## src/sv/chtr_pkg.sv

```systemverilog
`default_nettype none

package chtr_pkg;

  // Number of controller ports held in the sample store (1 to 8)
  localparam int PORTS = 4;
  localparam int PORT_W = (PORTS > 1) ? $clog2(PORTS) : 1;

  // FNV-1a 64 constants; the prime is 2^40 + 0x1b3
  localparam logic [63:0] HASH_BASIS   = 64'hCBF2_9CE4_8422_2325;
  localparam int          PRIME_SHIFT  = 40;
  localparam logic [8:0]  PRIME_LOW    = 9'h1B3;
  localparam logic [31:0] PERTURB_WORD = 32'h494E_5054;

  // Item opcodes
  localparam logic OP_OBSERVE = 1'b0;
  localparam logic OP_TICK    = 1'b1;

  // Configuration register indexes
  localparam logic [1:0] REG_TRACE_ENABLE   = 2'd0;
  localparam logic [1:0] REG_PERTURB_ENABLE = 2'd1;
  localparam logic [1:0] REG_PERTURB_TICK   = 2'd2;

  // Sequencer states
  typedef enum logic [2:0] {
    S_IDLE,
    S_TICK,
    S_PORT,
    S_PERTURB,
    S_COUNT,
    S_DONE
  } state_t;

  // Order in which one port's sample words enter the hash
  typedef enum logic [2:0] {
    F_HELD,
    F_PRESSED,
    F_RELEASED,
    F_HORIZ,
    F_VERT,
    F_CONN
  } field_t;

  // One port's stored sample
  typedef struct packed {
    logic [15:0] held;
    logic [15:0] pressed;
    logic [15:0] released;
    logic [7:0]  horiz;
    logic [7:0]  vert;
    logic        connected;
  } sample_t;

  // Set-bit count of a 16-bit mask, as a small adder tree over nibbles
  function automatic logic [4:0] ones16(input logic [15:0] v);
    logic [2:0] nib [4];
    logic [4:0] total;
    for (int i = 0; i < 4; i++) begin
      nib[i] = 3'(v[4*i]) + 3'(v[4*i+1]) + 3'(v[4*i+2]) + 3'(v[4*i+3]);
    end
    total = (5'(nib[0]) + 5'(nib[1])) + (5'(nib[2]) + 5'(nib[3]));
    return total;
  endfunction

endpackage

`default_nettype wire

```

## src/sv/controller_state_hash_tracer_core.sv

```systemverilog
`default_nettype none

// Controller state hash tracer.
// Items arrive on the item channel (item_valid / item_stall) and results leave
// on the result channel (result_valid / result_stall); a beat moves when valid
// is high and stall is low. With tracing on, an observe beat stores one port's
// sample and a tick beat runs FNV-1a 64 over the tick and every stored sample,
// one byte per cycle through a single shared round unit: 4 * (2 + 6 * PORTS)
// bytes, plus 4 when the perturb word is mixed in, then the counters update
// and the result register loads; item_stall stays high from the tick's accept
// until then. The user must write configuration through write_enable,
// reg_index and write_data only while the block is idle; the block does not
// enforce this. Reset clears the sample store, counters, configuration and
// result_valid, not the result data. If the receiver stalls, the result
// register holds; observe beats are still taken while idle, and a finished
// tick waits until the held result has been taken before loading its own.

module controller_state_hash_tracer_core
  import chtr_pkg::*;
(
  input  wire logic               clk,
  input  wire logic               rst,
  // configuration
  input  wire logic               write_enable,
  input  wire logic [1:0]         reg_index,
  input  wire logic [62:0]        write_data,
  // item channel
  input  wire logic               item_valid,
  output logic                    item_stall,
  input  wire logic               opcode,
  input  wire logic [2:0]         port,
  input  wire logic [15:0]        held_mask,
  input  wire logic [15:0]        pressed_mask,
  input  wire logic [15:0]        released_mask,
  input  wire logic signed [7:0]  stick_horiz,
  input  wire logic signed [7:0]  stick_vert,
  input  wire logic               connected,
  input  wire logic [63:0]        tick_number,
  // result channel
  output logic                    result_valid,
  input  wire logic               result_stall,
  output logic [63:0]             frame_hash,
  output logic [63:0]             tick_total,
  output logic [63:0]             active_total,
  output logic [63:0]             press_total,
  output logic [63:0]             release_total,
  output logic [63:0]             presence_change_total
);

  state_t state, state_next;

  logic              trace_enable;
  logic              perturb_enable;
  logic [62:0]       perturb_tick;

  logic              accept;
  logic              store_we;
  logic              tick_start;
  logic              out_free;

  logic [63:0]       tick_value;
  logic              perturb_hit;
  logic              half;
  logic [1:0]        byte_idx;
  logic [PORT_W-1:0] port_idx;
  field_t            field;
  logic              last_byte;
  logic              last_port;

  logic [PORTS-1:0]  presence;
  logic [PORTS-1:0]  prior_presence;
  logic              prior_presence_valid;
  logic              active;

  logic [63:0]       tick_count;
  logic [63:0]       active_count;
  logic [63:0]       press_count;
  logic [63:0]       release_count;
  logic [63:0]       presence_change_count;

  sample_t           wr_sample;
  sample_t           rd_sample;
  logic              hash_step;
  logic              sample_take;
  logic [31:0]       word;
  logic [63:0]       hash;

  // Handshake
  assign item_stall = (state != S_IDLE);
  assign accept     = item_valid && !item_stall;
  assign out_free   = !result_valid || !result_stall;
  assign store_we   = accept && trace_enable && (opcode == OP_OBSERVE) &&
                      (int'(port) < PORTS);
  assign tick_start = accept && trace_enable && (opcode == OP_TICK);
  assign last_byte  = (byte_idx == 2'd3);
  assign last_port  = (port_idx == PORT_W'(PORTS - 1));

  // Configuration registers
  always_ff @(posedge clk) begin
    if (rst) begin
      trace_enable   <= 1'b0;
      perturb_enable <= 1'b0;
      perturb_tick   <= '0;
    end else if (write_enable) begin
      unique case (reg_index)
        REG_TRACE_ENABLE:   trace_enable   <= write_data[0];
        REG_PERTURB_ENABLE: perturb_enable <= write_data[0];
        REG_PERTURB_TICK:   perturb_tick   <= write_data;
        default: ;
      endcase
    end
  end

  // Sample store
  assign wr_sample = '{held:      held_mask,
                       pressed:   pressed_mask,
                       released:  released_mask,
                       horiz:     $unsigned(stick_horiz),
                       vert:      $unsigned(stick_vert),
                       connected: connected};

  chtr_sample_store u_store (
    .clk       (clk),
    .rst       (rst),
    .we        (store_we),
    .wr_index  (port[PORT_W-1:0]),
    .wr_sample (wr_sample),
    .rd_index  (port_idx),
    .rd_sample (rd_sample)
  );

  // Shared FNV round unit
  chtr_hash_unit u_hash (
    .clk       (clk),
    .load      (tick_start),
    .step      (hash_step),
    .data_byte (word[8*byte_idx +: 8]),
    .hash      (hash)
  );

  // Next state
  always_comb begin
    state_next = state;
    unique case (state)
      S_IDLE: begin
        if (tick_start) state_next = S_TICK;
      end
      S_TICK: begin
        if (half && last_byte) state_next = S_PORT;
      end
      S_PORT: begin
        if (last_port && (field == F_CONN) && last_byte) begin
          state_next = perturb_hit ? S_PERTURB : S_COUNT;
        end
      end
      S_PERTURB: begin
        if (last_byte) state_next = S_COUNT;
      end
      S_COUNT: state_next = S_DONE;
      S_DONE: begin
        if (out_free) state_next = S_IDLE;
      end
      default: state_next = S_IDLE;
    endcase
  end

  // Sequencer outputs: word to hash and sample pickup strobe
  always_comb begin
    hash_step   = 1'b0;
    sample_take = 1'b0;
    word        = '0;
    unique case (state)
      S_TICK: begin
        hash_step = 1'b1;
        word      = half ? tick_value[63:32] : tick_value[31:0];
      end
      S_PORT: begin
        hash_step   = 1'b1;
        sample_take = (field == F_HELD) && (byte_idx == 2'd0);
        case (field)
          F_HELD:     word = {16'd0, rd_sample.held};
          F_PRESSED:  word = {16'd0, rd_sample.pressed};
          F_RELEASED: word = {16'd0, rd_sample.released};
          F_HORIZ:    word = {24'd0, rd_sample.horiz};
          F_VERT:     word = {24'd0, rd_sample.vert};
          F_CONN:     word = {31'd0, rd_sample.connected};
          default:    word = '0;
        endcase
      end
      S_PERTURB: begin
        hash_step = 1'b1;
        word      = PERTURB_WORD;
      end
      default: ;
    endcase
  end

  // State register
  always_ff @(posedge clk) begin
    if (rst) begin
      state <= S_IDLE;
    end else begin
      state <= state_next;
    end
  end

  // Byte, half, field and port counters
  always_ff @(posedge clk) begin
    if (rst) begin
      byte_idx <= '0;
      half     <= 1'b0;
      port_idx <= '0;
      field    <= F_HELD;
    end else if (tick_start) begin
      byte_idx <= '0;
      half     <= 1'b0;
      port_idx <= '0;
      field    <= F_HELD;
    end else if (hash_step) begin
      byte_idx <= byte_idx + 2'd1;
      if (last_byte) begin
        if (state == S_TICK) begin
          half <= 1'b1;
        end
        if (state == S_PORT) begin
          if (field == F_CONN) begin
            field <= F_HELD;
            if (!last_port) port_idx <= port_idx + PORT_W'(1);
          end else begin
            field <= field_t'(field + 3'd1);
          end
        end
      end
    end
  end

  // Tick value and perturb match, taken when the tick beat is accepted
  always_ff @(posedge clk) begin
    if (tick_start) begin
      tick_value  <= tick_number;
      perturb_hit <= perturb_enable && (tick_number == {1'b0, perturb_tick});
    end
  end

  // Running counters, one port per sample pickup, totals after the hash
  always_ff @(posedge clk) begin
    if (rst) begin
      tick_count            <= '0;
      active_count          <= '0;
      press_count           <= '0;
      release_count         <= '0;
      presence_change_count <= '0;
      prior_presence        <= '0;
      prior_presence_valid  <= 1'b0;
      presence              <= '0;
      active                <= 1'b0;
    end else if (tick_start) begin
      presence <= '0;
      active   <= 1'b0;
    end else if (sample_take) begin
      press_count        <= press_count + 64'(ones16(rd_sample.pressed));
      release_count      <= release_count + 64'(ones16(rd_sample.released));
      presence[port_idx] <= rd_sample.connected;
      if ((|rd_sample.held) || (|rd_sample.pressed) || (|rd_sample.released) ||
          (|rd_sample.horiz) || (|rd_sample.vert)) begin
        active <= 1'b1;
      end
    end else if (state == S_COUNT) begin
      tick_count           <= tick_count + 64'd1;
      active_count         <= active_count + 64'(active);
      prior_presence       <= presence;
      prior_presence_valid <= 1'b1;
      if (prior_presence_valid && (presence != prior_presence)) begin
        presence_change_count <= presence_change_count + 64'd1;
      end
    end
  end

  // Result register
  always_ff @(posedge clk) begin
    if (rst) begin
      result_valid <= 1'b0;
    end else if ((state == S_DONE) && out_free) begin
      result_valid <= 1'b1;
    end else if (result_valid && !result_stall) begin
      result_valid <= 1'b0;
    end
  end

  always_ff @(posedge clk) begin
    if ((state == S_DONE) && out_free) begin
      frame_hash            <= hash;
      tick_total            <= tick_count;
      active_total          <= active_count;
      press_total           <= press_count;
      release_total         <= release_count;
      presence_change_total <= presence_change_count;
    end
  end

  // Checks
  a_result_from_done: assert property (@(posedge clk) disable iff (rst)
    $rose(result_valid) |-> $past(state) == S_DONE)
    else $error("result raised outside the done step");

  a_result_snapshot: assert property (@(posedge clk) disable iff (rst)
    (state == S_DONE && out_free) |=>
      (tick_total == tick_count) && (press_total == press_count) &&
      (frame_hash == $past(hash)))
    else $error("result register does not match counters");

  a_no_store_while_busy: assert property (@(posedge clk) disable iff (rst)
    (state != S_IDLE) |-> !store_we)
    else $error("sample store written during a tick");

  a_byte_aligned_end: assert property (@(posedge clk) disable iff (rst)
    (state == S_COUNT) |-> (byte_idx == 2'd0) && (field == F_HELD))
    else $error("hash sequence ended mid word");

endmodule

`default_nettype wire

```

## src/sv/chtr_sample_store.sv

```systemverilog
`default_nettype none

module chtr_sample_store
  import chtr_pkg::*;
(
  input  wire logic              clk,
  input  wire logic              rst,
  input  wire logic              we,
  input  wire logic [PORT_W-1:0] wr_index,
  input  wire sample_t           wr_sample,
  input  wire logic [PORT_W-1:0] rd_index,
  output sample_t                rd_sample
);

  sample_t samples [PORTS];

  // Per-port sample registers, cleared at reset
  always_ff @(posedge clk) begin
    if (rst) begin
      for (int p = 0; p < PORTS; p++) begin
        samples[p] <= '0;
      end
    end else if (we) begin
      samples[wr_index] <= wr_sample;
    end
  end

  // Single read port used by the hash sequencer
  assign rd_sample = samples[rd_index];

endmodule

`default_nettype wire

```

## src/sv/chtr_hash_unit.sv

```systemverilog
`default_nettype none

module chtr_hash_unit
  import chtr_pkg::*;
(
  input  wire logic        clk,
  input  wire logic        load,
  input  wire logic        step,
  input  wire logic [7:0]  data_byte,
  output logic      [63:0] hash
);

  logic [63:0] mixed;
  logic [63:0] low_prod;
  logic [63:0] hash_next;

  // One FNV-1a round: xor the byte, then multiply by 2^40 + 0x1b3
  assign mixed     = hash ^ {56'd0, data_byte};
  assign low_prod  = mixed * 64'(PRIME_LOW);
  assign hash_next = (mixed << PRIME_SHIFT) + low_prod;

  always_ff @(posedge clk) begin
    if (load) begin
      hash <= HASH_BASIS;
    end else if (step) begin
      hash <= hash_next;
    end
  end

endmodule

`default_nettype wire
```

## config.mk

```make
export PLATFORM = sky130hd
export DESIGN_NAME = controller_state_hash_tracer_core
export DESIGN_NICKNAME = d
export VERILOG_FILES = /design/src/sv/chtr_pkg.sv /design/src/sv/controller_state_hash_tracer_core.sv /design/src/sv/chtr_sample_store.sv /design/src/sv/chtr_hash_unit.sv
export SDC_FILE = /design/constraint.sdc
export NUM_CORES = 2
export LEC_CHECK = 0
export ABC_AREA = 1
export BUFFER_PORTS_ARGS = -buffer_cell sky130_fd_sc_hd__buf_2
export CORE_MARGIN = 4
export CORE_UTILIZATION = 35
export DETAILED_ROUTE_END_ITERATION = 10
export GPL_TIMING_DRIVEN = 0
export SKIP_LAST_GASP = 1
export SYNTH_ARGS = -nofsm -noshare
export SYNTH_HDL_FRONTEND = slang
export SYNTH_SLANG_ARGS = --single-unit
```

## constraint.sdc

```tcl
create_clock -name clk -period 27.5 [get_ports clk]
set_clock_uncertainty 0.05 [all_clocks]
set_input_delay 5.5 -clock clk [delete_from_list [all_inputs] [get_ports clk]]
set_output_delay 5.5 -clock clk [all_outputs]
set_load 0.01 [all_outputs]
```

## Word-level counts from Yosys, hierarchy flattened

Memory sizes are Yosys's and may differ from the RTL's. A register that Yosys moved wholly into a read port is not among the register bits.
Index checks and enable logic that the tools add are counted.
W data, S select, Z words.

- $lt $le $gt $ge: 3
- Multiply operators: 1
- $add $sub $neg: 39
- Muxes and demuxes: 28
- Bitwise gates (word level): 5
- Reduce and logical (&&, ||, !) cells: 47
- Equality and inequality tests: 21
- Shifts and indexed selects: 1

Operators by type and width:

| cell | count |
|---|---|
| $add A64 B1 Y64 const B | 2 |
| $add A64 B5 Y64 | 2 |
| $pmux W16 S6 | 1 |
| $pmux W32 S3 | 1 |
| $mux W65 | 1 |
| $reduce_or A65 Y1 | 1 |
| $add A64 B1 Y64 | 1 |
| $add A64 B64 Y64 | 1 |
| $eq A64 B63 Y1 | 1 |
| $mul A64 B9 Y64 const B | 1 |
| $xor A64 B8 Y64 | 1 |
| $reduce_or A16 Y1 | 3 |
| $mux W32 | 1 |
| $shiftx A32 B6 Y8 | 1 |
| $add A2 B1 Y3 | 8 |
| $add A3 B1 Y3 | 8 |
| $mux W3 | 7 |
| $pmux W3 S6 | 1 |
| $add A1 B1 Y2 | 8 |
| $add A3 B3 Y4 | 4 |
| $reduce_or A8 Y1 | 2 |
| $logic_and A1 B1 Y1 | 14 |
| $eq A3 B2 Y1 const B | 4 |
| $eq A3 B3 Y1 const B | 4 |
| 28 further kinds | 67 |

- Bits of input ports: 203
- Memory bits (writable): 260
- Logic and storage cells: 173
- Output and inout port bits: 386
- Flip-flop bits (word level): 920
- Memories kept: 1

Memory list:

| name | words | bits a word | read ports | clocked after Yosys merged registers in | wr ports | RTL line | RTL |
|---|---|---|---|---|---|---|---|
| u_store.samples | 4 | 65 | 1 | 1 | 4 | chtr_sample_store.sv:15 | `sample_t samples [PORTS];` |

## Longest topological paths before layout

- Word-level depth: 11
- Depth in mapped cells: 40
- Gate-level depth less buffers: 37

## By module

From an unflattened synthesis, not the netlist that was laid out.

- Cell total of the unflattened synthesis: 8317
- Area, all modules: 67249.5 µm²

Modules (own cells, without submodules):

| module | sequential area each (µm²) | instances | area an instance (µm²) | cells each |
|---|---|---|---|---|
| controller_state_hash_tracer_core | 21630.7 | 1 | 38699.6 | 4573 |
| chtr_hash_unit | 1281.2 | 1 | 16170.5 | 2350 |
| chtr_sample_store | 7807.5 | 1 | 12379.4 | 1394 |

## Least setup slack after synthesis

Ideal clock, no wire load.

- Kind: input port to flip-flop
- Start point: input port result_stall
- End point: register active_total[0] (enable)
- Path slack: 2.303 ns
- Arrival time: 23.889 ns
- Stages: 1
- Data required time: 26.192 ns
- Setup time: 1.258 ns
- Buffers on the path: 0
- Cells stage by stage: a21oi_1

- Longest elaborated chain between the ends: 3

Ends and longest elaborated chain:

| item | RTL line | RTL |
|---|---|---|
| start, declared | controller_state_hash_tracer_core.sv:41 | `input wire logic result_stall,` |
| $logic_not A1 Y1 | controller_state_hash_tracer_core.sv:91 | `assign out_free = !result_valid \|\| !result_stall;` |
| $logic_or A1 B1 Y1 | controller_state_hash_tracer_core.sv:91 |  |
| $logic_and A1 B1 Y1 | controller_state_hash_tracer_core.sv:291 | `if ((state == S_DONE) && out_free) begin` |
| end signal, assigned | controller_state_hash_tracer_core.sv:294 | `active_total <= active_count;` |
| end, declared | controller_state_hash_tracer_core.sv:44 | `output logic [63:0] active_total,` |

Every way passes these cells.
A chain may end at the register's enable or synchronous reset.

==> flow_summary.json <==
{
  "status": "completed",
  "vias": 55000,
  "layout.cells.most_common_list": "sky130_fd_sc_hd__nand2_1, sky130_fd_sc_hd__inv_1, sky130_fd_sc_hd__nor2_1, sky130_fd_sc_hd__edfxtp_1, sky130_fd_sc_hd__buf_2",
  "core_area_mm2": 0.183,
  "avgRoutedWirePerCell_um": 22.5,
  "cts_buffers": 139,
  "via_density_per_instance": 5.12,
  "preCtsSetupSlack_ps": 17370,
  "synthesis.instances": 7420,
  "syn_area_mm2": 0.0645,
  "asyncSetResetFlopFracSynth_pct": 0,
  "number_of_cells_on_the_worst_reg_to_reg_path": 30,
  "top_register": "u_store.samples",
  "hold_path_depth": 0,
  "grt_setup_unrepaired": "false",
  "worstReg2RegEnd": "u_hash.hash[58]",
  "min_delay_worst_endpoint": "frame_hash[6]",
  "cts_num_sinks": 1182,
  "critical_path_start_type": "input port",
  "wl_um": 242000,
  "final_common_cell": "sky130_fd_sc_hd__nand2_1",
  "cts.repair.resized": 0,
  "die_area_mm2": 0.191,
  "rrSetupSlack_ps": 18810,
  "drc": 0,
  "grt_overflow": 0,
  "total_routing_resource_utilization_after_global_routing_pct": 24.5,
  "crit_path_end_kind": "flop",
  "synth-edff-count": 709,
  "first_global_vias": 53000,
  "hold_viol_final": 0,
  "finalCoreUtilization_pct": 41.5,
  "synthFlopType": "sky130_fd_sc_hd__edfxtp_1",
  "post_cts.repair.setup_buffers": 0,
  "maximum_capacitance_violations": 0,
  "clock_tree.root_cell": "sky130_fd_sc_hd__clkbuf_16",
  "largest_net_degree_at_the_start_of_global_routing": 69,
  "setup_failing_eps_final": 0,
  "place.gp.congestion": 0.974,
  "hold_path_startpoint": "u_hash.hash[6]",
  "largest_reg_flops": 260,
  "number_of_pins_exceeding_their_max_slew_limit_in_the_final_report": 0,
  "quantity_of_i_o_buffers_inserted_on_ports": 588,
  "crit_required_ps": 27940,
  "setup.worst_path.class": "in -> reg",
  "drt_iter0_drc": 5216,
  "layout-drive-gt1-share_pct": 11.2,
  "tritoncts": "built",
  "slew_headroom_pct": 1.08,
  "die_y_um": 437,
  "placement_rows": 157,
  "clk_latency_ps": 830,
  "holdBufCountCts": 0,
  "floorplan.die.width_um": 437,
  "r2r-start": "field[1]",
  "hold_slack_ps": 391,
  "final_critical_path_setup_slack_ps": 18160,
  "detailed_place_hpwl_um": 192000,
  "average_footprint_of_a_synthesized_cell_um2": 8.69,
  "final.min_clock_period_ps": 9340,
  "final_nets": 8839,
  "synth-warning-count": 0,
  "drtPass1Iterations": 9,
  "worst-slew-pin-transition_ps": 1480,
  "yosys.cell_types.count": 62,
  "synth_seq_cells": 1182,
  "cts.htree.levels": 4,
  "critical_path_peak_fanout": 39,
  "area_delta_synth_final_pct": 17.8,
  "worst_hold_path_type": "reg -> reg",
  "number_of_antenna_violations_at_the_first_check_in_global_routing": 14,
  "mappedNetlistNets": 8086,
  "period_share_pct": 34.0,
  "cts_max_path_buffers": 3,
  "grt_first_pass_wirelength_um": 350000,
  "setup-tns-final_ps": 0,
  "cts.clk_slew.worst_paths_ps": 60,
  "clock.fmax_ghz": 0.107,
  "start_util_pct": 35.2,
  "seq_area_frac_synth_pct": 47.7,
  "detail-route-antenna-nets": 0,
  "worst_ep_arrival_time_ps": 9780,
  "io_pins": 589
}
==> metrics by stage <==
stage                     cells  cell area [um^2]
after floorplan            7420             64500
after global placement    10500             70500
after detailed placement  10500             71000
after CTS                 10800             75900
after global routing      10800             76000
final                     10800             76000
==> cell usage after synthesis (151+ instances only) <==
cell / count / area (um^2)
sky130_fd_sc_hd__ha_1: 203 / 2540
sky130_fd_sc_hd__nor2_1: 981 / 3680
sky130_fd_sc_hd__clkbuf_1: 151 / 567
sky130_fd_sc_hd__edfxtp_1: 709 / 21300
sky130_fd_sc_hd__nand2_1: 1426 / 5350
sky130_fd_sc_hd__o21ai_0: 336 / 1680
sky130_fd_sc_hd__nand4_1: 158 / 988
sky130_fd_sc_hd__a21oi_1: 400 / 2000
sky130_fd_sc_hd__inv_1: 1078 / 4050
sky130_fd_sc_hd__dfxtp_1: 473 / 9470
sky130_fd_sc_hd__nand3_1: 436 / 2180
sky130_fd_sc_hd__fa_1: 260 / 5200
sky130_fd_sc_hd__nor3_1: 256 / 1280
==> cell families after synthesis <==
group                      share of synthesized area (%)
buffers and inverters                               7.55
DFF                                                 47.7
xor gates and xnor gates                            2.48
and+or+nand+nor                                     22.8
AOI/OAI and AO/OA                                   7.49
adders and majority gates                           12.0
==> how the worst max path moves through the flow <==
stage	startpoint	to	slack (ps)	cells after the start
final	rst	u_store.samples[3][62]	18160	7
after global routing	rst	u_store.samples[3][63]	18200	7
after CTS	rst	u_store.samples[3][7]	18210	7
after detailed placement	rst	u_store.samples[3][48]	17370	7
after global placement	result_stall	frame_hash[35]	-6030	2
after floorplan	result_stall	active_total[0]	2300	1
==> critical path, cell delays in order <==
cell and delay [ps]:
sky130_fd_sc_hd__buf_2 150, sky130_fd_sc_hd__inv_1 140, sky130_fd_sc_hd__clkbuf_1 870, sky130_fd_sc_hd__clkbuf_1 1030, sky130_fd_sc_hd__clkbuf_1 1080, sky130_fd_sc_hd__nand2_4 570, sky130_fd_sc_hd__buf_16 380
==> layout make-up <==
class / count / area [um^2]
Tap cell: 2464 / 3080
Fill cell: 18500 / 107000
Multi-Input combinational cell: 4954 / 28900
Buffer: 202 / 815
Clock buffer: 178 / 3780
Timing Repair Buffer: 612 / 3440
Clock inverter: 79 / 1120
Antenna cell: 4 / 10.0
Inverter: 1082 / 4060
Sequential cell: 1182 / 30800
==> routing by layer <==
metal	vias to the layer above	GRT usage, %	wire (um)
met5	-	0	0
met4	0	9.75	10400
met3	424	4.07	16100
met2	2134	40.6	114000
met1	26500	32.1	101000
li1	26000	-	-
Power is not shown: default switching activity piles up to over one toggle a cycle in this logic, so the estimate is an artifact.
